===== src/design/rlms_pkg.sv =====
// Shared types and constants for the running lower median store.
package rlms_pkg;

   typedef enum logic [1:0] {
      OP_INSERT = 2'd0,
      OP_QUERY  = 2'd1,
      OP_DELETE = 2'd2,
      OP_CLEAR  = 2'd3
   } op_type;

   typedef enum logic [1:0] {
      ST_OK    = 2'd0,
      ST_EMPTY = 2'd1,
      ST_FULL  = 2'd2
   } status_type;

   typedef enum logic [2:0] {
      S_IDLE,
      S_INS_RD,
      S_INS_CMP,
      S_DEL_RD,
      S_DEL_WR,
      S_QRY_WAIT,
      S_RESP
   } state_type;

   typedef enum logic [1:0] {
      IDX_HOLD,
      IDX_LOAD_CNT,
      IDX_LOAD_MID,
      IDX_STEP
   } idx_sel_type;

   typedef enum logic [1:0] {
      RD_MID,
      RD_BELOW,
      RD_ABOVE
   } rd_sel_type;

   typedef struct packed {
      logic        load_val;
      idx_sel_type idx_sel;
      logic        idx_down;
      logic        rd_en;
      rd_sel_type  rd_sel;
      logic        wr_en;
      logic        wr_from_rd;
      logic        cnt_inc;
      logic        cnt_dec;
      logic        cnt_clr;
      logic        res_load;
      status_type  res_status;
      logic        out_load;
   } cmd_type;

   typedef struct packed {
      logic empty;
      logic full;
      logic idx_zero;
      logic idx_last;
      logic key_gt;
      logic out_free;
   } stat_type;

endpackage


===== src/design/rlms_ctrl.sv =====
// Sequencer for insert, delete and query transactions.
module rlms_ctrl (
   input  logic               clock,
   input  logic               reset,
   input  logic               req_valid,
   input  rlms_pkg::op_type   req_opcode,
   output logic               req_ready,
   input  rlms_pkg::stat_type stat,
   output rlms_pkg::cmd_type  cmd
);

   rlms_pkg::state_type state_ff, state_in;

   always_ff @(posedge clock) begin
      if (reset) begin
         state_ff <= rlms_pkg::S_IDLE;
      end else begin
         state_ff <= state_in;
      end
   end

   always_comb begin
      state_in = state_ff;
      unique case (state_ff)
         rlms_pkg::S_IDLE: begin
            if (req_valid) begin
               unique case (req_opcode)
                  rlms_pkg::OP_INSERT:
                     state_in = stat.full ? rlms_pkg::S_RESP : rlms_pkg::S_INS_RD;
                  rlms_pkg::OP_QUERY:
                     state_in = stat.empty ? rlms_pkg::S_RESP : rlms_pkg::S_QRY_WAIT;
                  rlms_pkg::OP_DELETE:
                     state_in = stat.empty ? rlms_pkg::S_RESP : rlms_pkg::S_DEL_RD;
                  rlms_pkg::OP_CLEAR:
                     state_in = rlms_pkg::S_IDLE;
               endcase
            end
         end
         rlms_pkg::S_INS_RD:
            state_in = stat.idx_zero ? rlms_pkg::S_IDLE : rlms_pkg::S_INS_CMP;
         rlms_pkg::S_INS_CMP:
            state_in = stat.key_gt ? rlms_pkg::S_INS_RD : rlms_pkg::S_IDLE;
         rlms_pkg::S_DEL_RD:
            state_in = stat.idx_last ? rlms_pkg::S_IDLE : rlms_pkg::S_DEL_WR;
         rlms_pkg::S_DEL_WR:
            state_in = rlms_pkg::S_DEL_RD;
         rlms_pkg::S_QRY_WAIT:
            state_in = rlms_pkg::S_RESP;
         rlms_pkg::S_RESP:
            state_in = stat.out_free ? rlms_pkg::S_IDLE : rlms_pkg::S_RESP;
         default:
            state_in = rlms_pkg::S_IDLE;
      endcase
   end

   always_comb begin
      cmd            = '0;
      cmd.idx_sel    = rlms_pkg::IDX_HOLD;
      cmd.rd_sel     = rlms_pkg::RD_MID;
      cmd.res_status = rlms_pkg::ST_OK;
      req_ready      = 1'b0;
      unique case (state_ff)
         rlms_pkg::S_IDLE: begin
            req_ready = 1'b1;
            if (req_valid) begin
               unique case (req_opcode)
                  rlms_pkg::OP_INSERT: begin
                     if (stat.full) begin
                        cmd.res_load   = 1'b1;
                        cmd.res_status = rlms_pkg::ST_FULL;
                     end else begin
                        cmd.load_val = 1'b1;
                        cmd.idx_sel  = rlms_pkg::IDX_LOAD_CNT;
                     end
                  end
                  rlms_pkg::OP_QUERY: begin
                     if (stat.empty) begin
                        cmd.res_load   = 1'b1;
                        cmd.res_status = rlms_pkg::ST_EMPTY;
                     end else begin
                        cmd.rd_en  = 1'b1;
                        cmd.rd_sel = rlms_pkg::RD_MID;
                     end
                  end
                  rlms_pkg::OP_DELETE: begin
                     if (stat.empty) begin
                        cmd.res_load   = 1'b1;
                        cmd.res_status = rlms_pkg::ST_EMPTY;
                     end else begin
                        cmd.idx_sel = rlms_pkg::IDX_LOAD_MID;
                     end
                  end
                  rlms_pkg::OP_CLEAR:
                     cmd.cnt_clr = 1'b1;
               endcase
            end
         end
         rlms_pkg::S_INS_RD: begin
            if (stat.idx_zero) begin
               cmd.wr_en   = 1'b1;
               cmd.cnt_inc = 1'b1;
            end else begin
               cmd.rd_en  = 1'b1;
               cmd.rd_sel = rlms_pkg::RD_BELOW;
            end
         end
         rlms_pkg::S_INS_CMP: begin
            cmd.wr_en = 1'b1;
            if (stat.key_gt) begin
               // shift the larger element up one slot and keep walking down
               cmd.wr_from_rd = 1'b1;
               cmd.idx_sel    = rlms_pkg::IDX_STEP;
               cmd.idx_down   = 1'b1;
            end else begin
               cmd.cnt_inc = 1'b1;
            end
         end
         rlms_pkg::S_DEL_RD: begin
            if (stat.idx_last) begin
               cmd.cnt_dec = 1'b1;
            end else begin
               cmd.rd_en  = 1'b1;
               cmd.rd_sel = rlms_pkg::RD_ABOVE;
            end
         end
         rlms_pkg::S_DEL_WR: begin
            cmd.wr_en      = 1'b1;
            cmd.wr_from_rd = 1'b1;
            cmd.idx_sel    = rlms_pkg::IDX_STEP;
         end
         rlms_pkg::S_QRY_WAIT: begin
            cmd.res_load   = 1'b1;
            cmd.res_status = rlms_pkg::ST_OK;
         end
         rlms_pkg::S_RESP:
            cmd.out_load = stat.out_free;
         default: ;
      endcase
   end

endmodule


===== config.mk =====
export PLATFORM = sky130hd
export DESIGN_NAME = rlms_ctrl
export DESIGN_NICKNAME = d
export VERILOG_FILES = /design/src/design/rlms_pkg.sv /design/src/design/rlms_ctrl.sv
export SDC_FILE = /design/constraint.sdc
export NUM_CORES = 1
export LEC_CHECK = 0
export BUFFER_PORTS_ARGS = -buffer_cell sky130_fd_sc_hd__buf_2
export CAP_MARGIN = 10
export CORE_AREA = 5 5 42 44
export DETAILED_ROUTE_END_ITERATION = 10
export DIE_AREA = 0 0 47 49
export GPL_TIMING_DRIVEN = 0
export PLACE_DENSITY = 0.68
export SLEW_MARGIN = 20
export SYNTH_ARGS = -nofsm -noshare
export SYNTH_HDL_FRONTEND = slang
export SYNTH_SLANG_ARGS = --single-unit

===== constraint.sdc =====
create_clock -name clock -period 1.6 [get_ports clock]
set_clock_uncertainty 0.05 [all_clocks]
set_input_delay 0.16 -clock clock [delete_from_list [all_inputs] [get_ports clock]]
set_output_delay 0.16 -clock clock [all_outputs]
set_load 0.1 [all_outputs]

# [After elaboration in Yosys (flattened, before gate mapping)]
# Cells that the tools add are included.
[word_totals] ff_bits=3 input_bits=11 out_inout_bits=17 elab_cells=57
[classes] n_eq_ne=10 mux=42 n_reduce_logical=4
[op_table] operator="2-to-1 mux 3 bit" count=15
[op_table] operator="case mux 3 bit (7 select lines)" count=1
[op_table] operator="2-to-1 mux 1 bit" count=13
[op_table] operator="case mux 3 bit (2 select lines)" count=2
[op_table] operator="case mux 3 bit (4 select lines)" count=1
[op_table] operator="== test 3 bit, second input constant" count=3
[op_table] operator="case mux 3 bit (3 select lines)" count=1
[op_table] operator="== test 3 x 2 -> 1 bit, second input constant" count=2
[op_table] operator="2-to-1 mux 2 bit" count=3
[op_table] operator="case mux 1 bit (2 select lines)" count=3
[op_table] operator="case mux 2 bit (3 select lines)" count=1
[op_table] operator="== test 2 bit, second input constant" count=2
[op_table] operator="2-to-1 mux 4 bit" count=1
[op_table] operator="case mux 2 bit (2 select lines)" count=1
[op_table] operator="OR reduction 2 bit" count=2
[op_table] operator="== test 3 x 1 -> 1 bit, second input constant" count=1
[op_table] operator="zero test 3 bit" count=1
[op_table] operator="== test 2 x 1 -> 1 bit, second input constant" count=1
[op_table] operator="zero test 2 bit" count=1
[op_table] operator="inequality test 2 bit, second input constant" count=1

# [Logic depth before layout (Yosys ltp)]
[logic_depth] word_depth=5 mapped_depth=6 mapped_depth_nobuf=6

# [Least setup slack after synthesis]
# Ideal clock, no wire load.
[synth_timing] kind="register to output" start="register state_ff[1]" end="output port cmd[11] (netlist bit)" arrival_time_ps=4555 setup_slack_ps=-3165 path_stages_with_launch=4 n_path_buf=1 cell_sequence="dfxtp_1 -> buf_6 -> nor4b_1 -> a211o_1"
[synth_rtl] element="start: declaration" line="rlms_ctrl.sv:12" source="rlms_pkg::state_type state_ff, state_in;"
[synth_rtl] element="start signal: assignment" line="rlms_ctrl.sv:16" source="state_ff <= rlms_pkg::S_IDLE;"
[synth_rtl] element="start signal: assignment" line="rlms_ctrl.sv:18" source="state_ff <= state_in;"
[synth_rtl] element="end: declaration" line="rlms_ctrl.sv:9" source="output rlms_pkg::cmd_type cmd"

==> flow_summary.json <==
{
  "cp-start-kind": "register",
  "grt_usage_pct": 18.2,
  "clkSinkCount": 3,
  "period_needed_ps": 1730,
  "status": "finished with violations",
  "critPathArrivalTime_ps": 1520,
  "clk_path_buf_depth": 2,
  "yosysTopAreaCellShare_pct": 14.2,
  "crit-reg2reg-launch": "state_ff[2]",
  "power_density_mw_per_mm2": 1030,
  "drt_first_pass_iters": 4,
  "hold_class": "input pin to register",
  "cp-startpoint": "state_ff[0]",
  "largest-register": "state_ff",
  "grt_max_degree": 11,
  "report.final.slew_viol_count": 0,
  "area_growth_pct": 128,
  "vias_per_cell": 5.57,
  "crit_required_ps": 1390,
  "yosysTopAreaCell": "ha_1",
  "endpoint": "cmd[11]",
  "grt_pass1_vias": 714,
  "fin_cells": 133,
  "fin_ws_ps": -134,
  "cts_tree": "built",
  "rows": 14,
  "grt_setup_unrepaired": "true",
  "clk_latency_ps": 230,
  "ys_warn_count": 0,
  "wl_per_cell_um": 16.8,
  "yosysMostFrequentCell": "nor2_1",
  "n_fill_cell": 73,
  "synth-edff-count": 0,
  "rr_endpoint": "state_ff[2]",
  "r2r_slack_ps": 180,
  "num_vias": 741,
  "slew_headroom_pct": 67.8,
  "synth.yosys.seq_area_share_pct": 11.3,
  "synth_area_um2": 529,
  "htreeDepth": 1,
  "path_delay_family": "simple AND/OR/NAND/NOR gates",
  "yosys-top-cells-area": "ha_1 (14%), dfxtp_1 (11%), nor2_1 (6.4%), nand2_1 (5.7%), a22oi_1 (4.3%)",
  "p_leak_nw": 0.540,
  "syn-num-nets": 89,
  "cts_root_buf": "clkbuf_4",
  "max_freq_ghz": 0.577,
  "failed_checks": "setup timing",
  "peakVddDrop_mv": 0.722,
  "layout.nets": 135,
  "top_regs": "state_ff: 3 flops",
  "n_antenna_cell": 0,
  "avgSynthCellArea_um2": 7.35,
  "setup_tns_ps": -673,
  "ys_top_cells_by_count": "nor2_1 (9), nand2_1 (8), ha_1 (6)",
  "cp_num_cells": 5,
  "finalSetupViolCount": 8,
  "worst_slew_pin_slew_ps": 478,
  "cts_hold_buf": 0,
  "largest_reg_flops": 3,
  "die-area_mm2": 0.00230,
  "io_buffers": 27,
  "pin_count": 28,
  "core_mm2": 0.00140,
  "syn_inst": 72,
  "antenna_found_initial": 0,
  "slowest_delay_ps": 360,
  "cts_buffers": 3,
  "hold_viol": 0,
  "path_cells": "nor3_4, nand2_2, nor2_4, a211o_4, buf_12",
  "overflow": 0,
  "drtIter0Drc": 6,
  "drc": 0,
  "drv_cap": 0,
  "die_h_um": 49,
  "path_buf_inv": 1,
  "path_max_fanout": 4,
  "period_share_pct": 108,
  "start_util_pct": 37.8,
  "dpl.hpwl_um": 1240,
  "routed_wl_um": 2240,
  "async_flop_share_pct": 0,
  "power.total_mw": 1.24,
  "cp-end-kind": "primary output",
  "dp.cells": 115,
  "crit_slowest_cell": "dfxtp_4",
  "ant_nets": 0,
  "fp.dieW_um": 47,
  "gp_congestion": 0.822,
  "synth_flop_cell": "dfxtp_1",
  "rr_worst_depth": 4,
  "crit_type": "register to primary output",
  "ys_ff_latch": 3,
  "grt_pass1_wl_um": 3100,
  "drive_gt1_share_pct": 67.5,
  "path_clk_slew_ps": 40,
  "yosysUniqueCellTypes": 31
}
kinds of logic (layout without fill, tap and decap cells):
family          Yosys count  after routing  synth area share (%)
flops                     3              3                  11.3
compound gates           18             18                  24.1
simple gates             36             36                  40.4
fa+ha+maj                 6              6                  14.2
buf+inv                   9             54                  9.93
where the power goes:
group	internal [mW]	total (mW)	switching (mW)
registers	0.0885	0.109	0.0209
clock network	0.0936	0.134	0.0404
logic	0.378	1.00	0.621
total	0.560	1.24	0.683
cell usage in the layout, fill, tap and decap left out, types with 2 or more instances in the layout:
cell      netlist  routed
a21oi_1         4       3
a21oi_4         0       2
a22oi_2         0       2
a31oi_1         2       2
buf_12          0      10
buf_2           0      10
buf_4           1      15
buf_6           2       7
buf_8           0       2
clkbuf_4        0       4
dfxtp_4         0       3
ha_1            6       6
inv_1           5       5
nand2_1         8       7
nand2b_1        2       2
nor2_1          9       4
nor2_4          0       5
nor3_4          1       3
nor4b_4         0       2
o21ai_0         3       2
tightest hold or removal path, delay by kind of cell:
| kind | cells | cell delay [ps] |
|---|---|---|
| AO/OA/AOI/OAI | 2 | 140 |
| buffers and inverters | 1 | 90 |
| AND/OR/NAND/NOR | 1 | 50 |
how the worst min path moves through the flow:
stage / start / endpoint / slack, ps / cells after the start
floorplan: reset / state_ff[1] / 270 / 3
global placement: reset / state_ff[1] / 390 / 4
detailed placement: reset / state_ff[1] / 390 / 4
CTS: reset / state_ff[2] / 150 / 4
global route: reset / state_ff[0] / 180 / 4
finish: reset / state_ff[0] / 200 / 4
through the flow:
step                instance area [um^2]  utilization (%)  hold WS, ps  setup WS (ps)
floorplan                            643                -          272           -831
global placement                     798             57.0          390           -212
detailed placement                   798             57.0          390           -247
CTS                                 1090             77.8          150           -122
global route                        1210             86.2          184           -198
finish                              1210             86.2          197           -134
layout make-up:
type                            count  area (um^2)  share of cell area [%]
Clock buffer                        4         26.3                    2.18
Inverter                            5         18.8                    1.55
Buffer                              3         33.8                    2.80
Tap cell                           16         20.0                    1.66
Sequential cell                     3         71.3                    5.91
Timing Repair Buffer               42          445                    36.9
Multi-Input combinational cell     60          592                    49.0
timing repair:
action	CTS	global route
endpoints found under the hold margin	0	0
resized for setup	58	13
gates cloned	0	0
pin swaps	9	7
setup buffers	7	9
endpoints found under the setup margin	17	15
layer usage:
metal	up-vias	global-route usage [%]	part of all wire [%]
met5	-	0	0
met4	0	8.29	2.5
met3	4	3.69	4.3
met2	31	31.0	54
met1	357	20.6	39
li1	349	-	-
No activity file was read; power rests on OpenSTA's default activity.
